### src/mh64_pkg.sv
// Shared types and constants for the MurmurHash64A hash core.
// No dependencies; imported by every module of the core.
`default_nettype none

package mh64_pkg;

    localparam logic [63:0] MURMUR_M = 64'hc6a4a7935bd1e995;
    localparam int          MURMUR_R = 47;

    // Configuration register map: register index is paddr[2]
    localparam int   ADDR_W       = 3;
    localparam logic REG_IDX_SEED = 1'b0;

    typedef enum logic [1:0] {
        KIND_NONE,
        KIND_TAIL,
        KIND_FULL
    } t_kind;

    // Classified input item, as queued between front and back
    typedef struct packed {
        logic [63:0] word;
        t_kind       kind;
        logic        first;
        logic [31:0] total_length;
        logic        last;
    } t_item;

    typedef enum logic [2:0] {
        ST_IDLE,
        ST_INIT,
        ST_MIX1,
        ST_MIX2,
        ST_HMUL,
        ST_FIN,
        ST_OUT
    } t_state;

    typedef struct packed {
        logic        start;
        logic [63:0] a;
    } t_mul_req;

    typedef struct packed {
        logic        done;
        logic [63:0] p;
    } t_mul_rsp;

endpackage

`default_nettype wire

### src/murmur64a_hash_core.sv
// MurmurHash64A streaming hash core: top level with configuration port.
// Depends on mh64_pkg, mh64_front, mh64_queue, mh64_back.
//
// Usage:
//   Input queue: present a word with push while full is low. The first item of
//   a message carries first=1 and total_length; the item with last=1 closes it.
//   valid_bytes is 8 for full words, 1..7 for the tail, 0 for an empty message.
//   Result queue: while empty is low, o_hash holds the finalized hash of the
//   oldest completed message; pop takes it.
//   Config: APB write to address 0 sets the 32-bit seed; used by the next
//   item with first=1. Write only while the core is idle.
// Timing:
//   Each 64-bit multiply by the hash constant runs on one shared 32x32
//   multiplier, in steps: issue, three partial products, capture.
//   An item costs a dispatch step plus one multiply if first, three for a
//   full word, one for a tail word, and one plus an output step if last.
//   The sequencer is the limit.
//   A queue of QUEUE_DEPTH items decouples input acceptance from processing.
// Reset: queues empty, seed and running hash cleared.
// Stall: if the result is not popped, the sequencer waits at a finished
//   message while the input queue keeps filling until full.
`default_nettype none

module murmur64a_hash_core #(
    parameter int QUEUE_DEPTH = 2
) (
    input  wire logic                        i_clk,
    input  wire logic                        i_rst_n,
    input  wire logic                        push,
    output logic                             full,
    input  wire logic [63:0]                 i_word,
    input  wire logic [3:0]                  i_valid_bytes,
    input  wire logic                        i_first,
    input  wire logic [31:0]                 i_total_length,
    input  wire logic                        i_last,
    output logic                             empty,
    input  wire logic                        pop,
    output logic [63:0]                      o_hash,
    input  wire logic                        psel,
    input  wire logic                        penable,
    input  wire logic                        pwrite,
    input  wire logic [mh64_pkg::ADDR_W-1:0] paddr,
    input  wire logic [31:0]                 pwdata,
    output logic [31:0]                      prdata,
    output logic                             pready
);
    import mh64_pkg::*;

    logic [31:0] r_seed;
    t_item       front_item, q_item;
    logic        q_empty, q_pop;

    assign pready = 1'b1;
    assign prdata = (paddr[2] == REG_IDX_SEED) ? r_seed : 32'd0;

    always_ff @(posedge i_clk) begin
        if (!i_rst_n) begin
            r_seed <= '0;
        end else if (psel && penable && pwrite && pready && (paddr[2] == REG_IDX_SEED)) begin
            r_seed <= pwdata;
        end
    end

    mh64_front u_front (
        .i_word         (i_word),
        .i_valid_bytes  (i_valid_bytes),
        .i_first        (i_first),
        .i_total_length (i_total_length),
        .i_last         (i_last),
        .o_item         (front_item)
    );

    mh64_queue #(
        .DEPTH (QUEUE_DEPTH)
    ) u_queue (
        .i_clk   (i_clk),
        .i_rst_n (i_rst_n),
        .i_push  (push),
        .i_item  (front_item),
        .o_full  (full),
        .i_pop   (q_pop),
        .o_item  (q_item),
        .o_empty (q_empty)
    );

    mh64_back u_back (
        .i_clk     (i_clk),
        .i_rst_n   (i_rst_n),
        .i_seed    (r_seed),
        .i_q_empty (q_empty),
        .i_item    (q_item),
        .o_q_pop   (q_pop),
        .o_hash    (o_hash),
        .o_empty   (empty),
        .i_pop     (pop)
    );

endmodule

`default_nettype wire

### src/mh64_front.sv
// Front end: classifies an incoming word as full, tail or empty and masks tail bytes.
// Depends on mh64_pkg.
`default_nettype none

module mh64_front (
    input  wire logic [63:0]   i_word,
    input  wire logic [3:0]    i_valid_bytes,
    input  wire logic          i_first,
    input  wire logic [31:0]   i_total_length,
    input  wire logic          i_last,
    output mh64_pkg::t_item    o_item
);
    import mh64_pkg::*;

    logic [63:0] masked;

    always_comb begin
        for (int i = 0; i < 8; i++) begin
            masked[i*8 +: 8] = (3'(i) < i_valid_bytes[2:0]) ? i_word[i*8 +: 8] : 8'h00;
        end
    end

    always_comb begin
        o_item.first        = i_first;
        o_item.total_length = i_total_length;
        o_item.last         = i_last;
        if (i_valid_bytes[3]) begin
            // 8 and above: full word
            o_item.kind = KIND_FULL;
            o_item.word = i_word;
        end else if (i_valid_bytes == 4'd0) begin
            o_item.kind = KIND_NONE;
            o_item.word = '0;
        end else begin
            o_item.kind = KIND_TAIL;
            o_item.word = masked;
        end
    end

endmodule

`default_nettype wire

### src/mh64_queue.sv
// Small FIFO of classified items between the front end and the sequencer.
// Depends on mh64_pkg.
`default_nettype none

module mh64_queue #(
    parameter int DEPTH = 2
) (
    input  wire logic          i_clk,
    input  wire logic          i_rst_n,
    input  wire logic          i_push,
    input  mh64_pkg::t_item    i_item,
    output logic               o_full,
    input  wire logic          i_pop,
    output mh64_pkg::t_item    o_item,
    output logic               o_empty
);
    import mh64_pkg::*;

    localparam int PTR_W = $clog2(DEPTH);
    localparam int CNT_W = $clog2(DEPTH + 1);

    t_item              r_mem [DEPTH];
    logic [PTR_W-1:0]   r_wr, r_rd;
    logic [CNT_W-1:0]   r_cnt;
    logic               do_push, do_pop;

    assign o_full  = (r_cnt == CNT_W'(DEPTH));
    assign o_empty = (r_cnt == '0);
    assign o_item  = r_mem[r_rd];
    assign do_push = i_push && !o_full;
    assign do_pop  = i_pop && !o_empty;

    always_ff @(posedge i_clk) begin
        if (!i_rst_n) begin
            r_wr  <= '0;
            r_rd  <= '0;
            r_cnt <= '0;
        end else begin
            if (do_push) begin
                r_wr <= (r_wr == PTR_W'(DEPTH - 1)) ? '0 : r_wr + 1'b1;
            end
            if (do_pop) begin
                r_rd <= (r_rd == PTR_W'(DEPTH - 1)) ? '0 : r_rd + 1'b1;
            end
            case ({do_push, do_pop})
                2'b10:   r_cnt <= r_cnt + 1'b1;
                2'b01:   r_cnt <= r_cnt - 1'b1;
                default: r_cnt <= r_cnt;
            endcase
        end
    end

    always_ff @(posedge i_clk) begin
        if (do_push) begin
            r_mem[r_wr] <= i_item;
        end
    end

endmodule

`default_nettype wire

### src/mh64_mul.sv
// Multiplies a 64-bit operand by the hash constant modulo 2^64, using one
// 32x32 multiplier in three partial-product steps. Depends on mh64_pkg.
`default_nettype none

module mh64_mul (
    input  wire logic          i_clk,
    input  wire logic          i_rst_n,
    input  mh64_pkg::t_mul_req i_req,
    output mh64_pkg::t_mul_rsp o_rsp
);
    import mh64_pkg::*;

    logic        r_busy, r_done;
    logic [1:0]  r_step;
    logic [63:0] r_a, r_acc;
    logic [31:0] mx, my;
    logic [63:0] prod;

    // step 0: lo*lo, step 1: hi*Mlo, step 2: lo*Mhi (cross terms only need low halves)
    assign mx   = (r_step == 2'd1) ? r_a[63:32] : r_a[31:0];
    assign my   = (r_step == 2'd2) ? MURMUR_M[63:32] : MURMUR_M[31:0];
    assign prod = 64'(mx) * 64'(my);

    assign o_rsp.done = r_done;
    assign o_rsp.p    = r_acc;

    always_ff @(posedge i_clk) begin
        if (!i_rst_n) begin
            r_busy <= 1'b0;
            r_done <= 1'b0;
            r_step <= '0;
        end else begin
            r_done <= 1'b0;
            if (i_req.start) begin
                r_busy <= 1'b1;
                r_step <= '0;
            end else if (r_busy) begin
                r_step <= r_step + 1'b1;
                if (r_step == 2'd2) begin
                    r_busy <= 1'b0;
                    r_done <= 1'b1;
                end
            end
        end
    end

    always_ff @(posedge i_clk) begin
        if (i_req.start) begin
            r_a <= i_req.a;
        end else if (r_busy) begin
            if (r_step == 2'd0) begin
                r_acc <= prod;
            end else begin
                r_acc[63:32] <= r_acc[63:32] + prod[31:0];
            end
        end
    end

endmodule

`default_nettype wire

### src/mh64_back.sv
// Back end: sequences seeding, word mixing and finalization on the shared
// multiplier and holds the result slot. Depends on mh64_pkg and mh64_mul.
`default_nettype none

module mh64_back (
    input  wire logic          i_clk,
    input  wire logic          i_rst_n,
    input  wire logic [31:0]   i_seed,
    input  wire logic          i_q_empty,
    input  mh64_pkg::t_item    i_item,
    output logic               o_q_pop,
    output logic [63:0]        o_hash,
    output logic               o_empty,
    input  wire logic          i_pop
);
    import mh64_pkg::*;

    t_state      r_state, n_state;
    t_item       r_cur, n_cur;
    logic [63:0] r_h, n_h;
    logic [63:0] r_k, n_k;
    logic        r_wait, n_wait;
    logic        r_out_valid, n_out_valid;
    logic [63:0] r_hash, n_hash;
    logic [63:0] h_base;
    t_mul_req    mul_req;
    t_mul_rsp    mul_rsp;

    function automatic t_state route(t_kind kind, logic last);
        case (kind)
            KIND_FULL: route = ST_MIX1;
            KIND_TAIL: route = ST_HMUL;
            default:   route = last ? ST_FIN : ST_IDLE;
        endcase
    endfunction

    mh64_mul u_mul (
        .i_clk   (i_clk),
        .i_rst_n (i_rst_n),
        .i_req   (mul_req),
        .o_rsp   (mul_rsp)
    );

    assign o_hash  = r_hash;
    assign o_empty = !r_out_valid;

    always_ff @(posedge i_clk) begin
        if (!i_rst_n) begin
            r_state     <= ST_IDLE;
            r_wait      <= 1'b0;
            r_out_valid <= 1'b0;
            r_h         <= '0;
        end else begin
            r_state     <= n_state;
            r_wait      <= n_wait;
            r_out_valid <= n_out_valid;
            r_h         <= n_h;
        end
    end

    always_ff @(posedge i_clk) begin
        r_cur  <= n_cur;
        r_k    <= n_k;
        r_hash <= n_hash;
    end

    always_comb begin
        n_state     = r_state;
        n_cur       = r_cur;
        n_h         = r_h;
        n_k         = r_k;
        n_wait      = r_wait;
        n_out_valid = r_out_valid && !i_pop;
        n_hash      = r_hash;
        o_q_pop     = 1'b0;
        mul_req     = '0;
        h_base      = r_h;

        case (r_state)
            ST_IDLE: begin
                if (!i_q_empty) begin
                    o_q_pop = 1'b1;
                    n_cur   = i_item;
                    if (i_item.first) begin
                        n_state = ST_INIT;
                    end else begin
                        n_state = route(i_item.kind, i_item.last);
                        if (i_item.kind == KIND_TAIL) begin
                            n_h = r_h ^ i_item.word;
                        end
                    end
                end
            end
            ST_INIT: begin
                mul_req.a = {32'd0, r_cur.total_length};
                if (mul_rsp.done) begin
                    h_base  = {32'd0, i_seed} ^ mul_rsp.p;
                    n_h     = (r_cur.kind == KIND_TAIL) ? (h_base ^ r_cur.word) : h_base;
                    n_state = route(r_cur.kind, r_cur.last);
                end
            end
            ST_MIX1: begin
                mul_req.a = r_cur.word;
                if (mul_rsp.done) begin
                    n_k     = mul_rsp.p ^ (mul_rsp.p >> MURMUR_R);
                    n_state = ST_MIX2;
                end
            end
            ST_MIX2: begin
                mul_req.a = r_k;
                if (mul_rsp.done) begin
                    n_h     = r_h ^ mul_rsp.p;
                    n_state = ST_HMUL;
                end
            end
            ST_HMUL: begin
                mul_req.a = r_h;
                if (mul_rsp.done) begin
                    n_h     = mul_rsp.p;
                    n_state = r_cur.last ? ST_FIN : ST_IDLE;
                end
            end
            ST_FIN: begin
                mul_req.a = r_h ^ (r_h >> MURMUR_R);
                if (mul_rsp.done) begin
                    // final value parked in r_k until the result slot frees up
                    n_k     = mul_rsp.p ^ (mul_rsp.p >> MURMUR_R);
                    n_state = ST_OUT;
                end
            end
            ST_OUT: begin
                if (!r_out_valid || i_pop) begin
                    n_hash      = r_k;
                    n_out_valid = 1'b1;
                    n_state     = ST_IDLE;
                end
            end
            default: begin
                n_state = ST_IDLE;
            end
        endcase

        if (r_state inside {ST_INIT, ST_MIX1, ST_MIX2, ST_HMUL, ST_FIN}) begin
            if (!r_wait) begin
                mul_req.start = 1'b1;
                n_wait        = 1'b1;
            end else if (mul_rsp.done) begin
                n_wait = 1'b0;
            end
        end
    end

endmodule

`default_nettype wire

### config.mk
export PLATFORM = sky130hd
export DESIGN_NAME = murmur64a_hash_core
export DESIGN_NICKNAME = d
export VERILOG_FILES = /design/src/mh64_pkg.sv /design/src/murmur64a_hash_core.sv /design/src/mh64_front.sv /design/src/mh64_queue.sv /design/src/mh64_mul.sv /design/src/mh64_back.sv
export SDC_FILE = /design/constraint.sdc
export NUM_CORES = 2
export LEC_CHECK = 0
export BUFFER_PORTS_ARGS = -buffer_cell sky130_fd_sc_hd__buf_2
export CAP_MARGIN = 5
export CORE_MARGIN = 8
export CORE_UTILIZATION = 35
export CTS_BUF_LIST = sky130_fd_sc_hd__clkbuf_4 sky130_fd_sc_hd__clkbuf_8
export CTS_CLUSTER_SIZE = 14
export DETAILED_ROUTE_END_ITERATION = 10
export SYNTH_ARGS = -nofsm -noshare
export SYNTH_HDL_FRONTEND = slang
export SYNTH_SLANG_ARGS = --single-unit
### constraint.sdc
create_clock -name i_clk -period 21.2 [get_ports i_clk]
set_clock_uncertainty 0.2 [all_clocks]
set_input_delay 0 -clock i_clk [delete_from_list [all_inputs] [get_ports i_clk]]
set_output_delay 0 -clock i_clk [all_outputs]
set_load 0.02 [all_outputs]
==> results <==
- The flow ran to the end, and the final reports show no timing, DRC or antenna violations.
- The CTS tree is built.
- The post-synthesis instance total is 5068.
- The master cell of the clock root buffer is clkbuf_8.
- The effective utilization at floorplan is 35.3%.
- The net count after synthesis is 6268.
- The max-cap violation count is 0.
- The aggregate routed wire length is 182000 um.
- Setup repair after global routing left no endpoint under its margin.
- Clock-pin slew was measured on the worst setup and hold paths at 0.06 ns.
- Global routing used 21.0% of the available tracks across all layers.
- The post-layout net count is 6809.
- For this run, design rule violations remaining after detail routing come to 0.
- The number of global-route vias before repair is 41800.
- The worst-case headroom to the max-slew limit is 19.0%.
- The most used flip-flop cell after synthesis is edfxtp_1.
- The tree built by TritonCTS fans out to 665 sinks.
- At the pin with the least slew margin, the transition time is 1.18 ns.
- Of all nets on the critical path, the largest fanout is 18.
- After synthesis the netlist holds a flip-flop and latch count of 665.
- The critical path endpoint category is a flop.
- The final critical path takes up 56.3% of the cycle.
- The most common cell after layout, fill and taps aside is inv_1.
- The average wire per standard cell is 23.5 um.
- The detail route stage leaves a number of antenna-violating nets equal to 0.
- The die is 413 um wide.
- The total congestion overflow is 0.
- Subtracting the final worst setup slack from the clock period gives 11.94 ns.
- The number of slew-limit violations in the final report is 0.
- The first global-routing pass estimated 271000 um of wire.
- The setup total negative slack is 0 ns.
- In the layout the commonest cells are inv_1, fa_1, edfxtp_1, ha_1, a21oi_1.
- Entering global routing, the biggest net connects 71 pins.
- The critical path class is flop to flop.
- The detailed router finished its first iteration with 3818 violations.
- The port buffer count is 239.
- In the synthesized netlist the async set-or-reset flop fraction comes to 0%.
- In this run the standard cell core region covers 0.156 mm^2.
- On the critical path, the stage with the largest delay is an instance of mux2i_1.
- The average instance in the mapped netlist occupies 10.9 um^2.
- The vertical die dimension is 413 um.
- The detailed-route via count is 40222.
- The worst-skew pair later-pin latency is 0.75 ns.
- The count of unique library cells instantiated by Yosys is 80.
- The slack of the worst reg-to-reg path is 9.26 ns.
- The top achievable clock speed is 0.0838 GHz.
- The number of antenna violations at the first check in global routing is 6.
- The register area share after synthesis is 34.2%.
- The HPWL reported at the end of detailed placement is 138000 um.
- The floorplan die area is 0.171 mm^2.
- Setup violations remaining at the end of the flow were counted as 0.
- In the final layout, the share of cells above drive strength 1 is 11.6%.
- Compared with the post-synthesis result, the final layout area differs by 16.8%.
- In this run the worst hold path is classified as input port to flop.
- Counting the buffers created by CTS gives 107.
- In this run the core area contains 145 standard-cell rows.
- After detailed routing, the number of vias per cell comes to 5.18.
- The total I/O pin count is 243.
- The netlist area before placement is 0.0552 mm^2.
- The required time at the endpoint of the critical path is 21.43 ns.
- The startpoint kind of the worst setup timing path is a flop.
- The largest single stage delay on the critical path is 1.01 ns.
- For the worst setup path, the data arrival time is 12.17 ns.
- The maximum number of buffers from clock root to sink is 3.
- The number of H-tree branching levels is 3.
- Buffers added to address setup during post-CTS repair amount to 0.
- The number of enable flip-flop cells after synthesis is 555.
- The first TritonRoute pass finished after 8 iterations.
- The number of warning messages in the yosys log is 0.
- The final number of hold-violating endpoints came to 0.
- The critical path's most frequent cell is fa_1.
- At the end of routability-driven placement, the weighted congestion stood at 0.937.
[stage by stage]
stage                     utilization, %  std cells  worst slack [ns]  area [um^2]  hold WS (ns)
final                               41.2       7761              9.26        64400        0.0294
after global placement              37.6       7229              9.49        58800       -0.0101
after floorplan                        -       5068             11.42        55200        -0.122
after CTS                           41.2       7758              9.38        64400        0.0174
after detailed placement            37.6       7229              9.40        58800      -0.00875
after global routing                41.2       7761              8.93        64400        0.0889
[what timing repair did]
action	CTS	global route
setup endpoints to repair	0	0
hold buffers	328	0
endpoints found under the hold margin	397	0
resized for setup	0	0
[state kept, by name (all words and copies together), names as in the netlist, 2 cells and up, named ones only]
register	cells
u_queue.r_mem	200
u_back.r_cur	99
u_back.o_hash	64
u_back.r_h	64
u_back.r_k	64
u_back.u_mul.r_a	64
u_back.u_mul.r_acc	64
r_seed	32
u_back.r_state	3
u_back.u_mul.r_step	2
u_queue.r_cnt	2
[layout make-up]
type	instances	area [um^2]
Fill cell	14896	92000
Multi-Input combinational cell	3324	32400
Inverter	881	3310
Sequential cell	665	18900
Tap cell	2058	2570
Clock inverter	39	370
Antenna cell	2	5.00
Clock buffer	162	1950
Timing Repair Buffer	630	4970
[routing by layer]
metal | vias up | track usage [%] | part of all wire [%]
met2 | 1607 | 34.5 | 47
met1 | 20242 | 28.2 | 42
met5 | - | 0 | 0.011
met4 | 2 | 6.96 | 3.9
li1 | 18067 | - | -
met3 | 304 | 3.67 | 7.0
[synthesized netlist by cell type (all sizes together) (5+ instances only)]
| master | number | area share [%] |
|---|---|---|
| o31ai | 6 | 0.082 |
| nand3 | 23 | 0.21 |
| nand4 | 16 | 0.18 |
| a21oi | 351 | 3.2 |
| ha | 443 | 10 |
| o21bai | 22 | 0.30 |
| o22ai | 67 | 0.76 |
| nor4 | 5 | 0.057 |
| a221oi | 36 | 0.61 |
| nor2b | 101 | 1.1 |
| nand2 | 308 | 2.1 |
| or3 | 8 | 0.091 |
| inv | 880 | 6.0 |
| xnor2 | 117 | 1.9 |
| edfxtp | 555 | 30 |
| a31o | 5 | 0.079 |
| a222oi | 7 | 0.13 |
| dfxtp | 110 | 4.0 |
| a32o | 7 | 0.13 |
| mux2 | 119 | 2.4 |
| o21ai | 117 | 1.1 |
| and4 | 7 | 0.11 |
| o21a | 13 | 0.18 |
| nand2b | 26 | 0.29 |
| a22oi | 44 | 0.61 |
| fa | 613 | 22 |
| clkbuf | 171 | 1.2 |
| and2 | 130 | 1.5 |
| nor3 | 84 | 0.76 |
| xor2 | 88 | 1.4 |
| a21o | 77 | 1.0 |
| mux2i | 129 | 2.3 |
| nor2 | 198 | 1.3 |
| a211o | 7 | 0.11 |
| buf | 27 | 0.20 |
| a31oi | 16 | 0.18 |
| a21boi | 39 | 0.53 |
| a211oi | 7 | 0.095 |
| o211ai | 10 | 0.14 |
| or2 | 13 | 0.15 |
| and3 | 19 | 0.22 |
[worst paths after layout]
| path | startpoint | endpoint | cells past startpoint |
|---|---|---|---|
| min | i_word[31] | u_queue.r_mem[1][67] | 3 |
| min reg2reg | u_back.r_k[62] | u_back.o_hash[62] | 0 |
| max | u_back.u_mul.r_step[1] | u_back.u_mul.r_acc[62] | 31 |
| max reg2reg | u_back.u_mul.r_step[1] | u_back.u_mul.r_acc[62] | 31 |
[cells by family after synthesis]
logic type                 count (synthesis)  share of synthesized area [%]
xor gates and xnor gates                 206                           3.29
and+or+nand+nor                          948                           8.28
DFF                                      665                           34.2
muxes                                    248                           4.77
other                                      2                         0.0136
adders and majority gates               1056                           32.3
AOI/OAI and AO/OA                        864                           9.81
buffers and inverters                   1079                           7.35
[critical path: cells and delay by family (launching register included)]
family,cells,cell delay [ns]
fa+ha+maj,11,5.49
compound gates,9,2.31
buf+inv,7,1.41
mux,2,1.20
flops,1,0.34
xor+xnor,1,0.34
simple gates,1,0.32
Power is not shown: default switching activity piles up to over one toggle a cycle in this logic, so the estimate is an artifact.
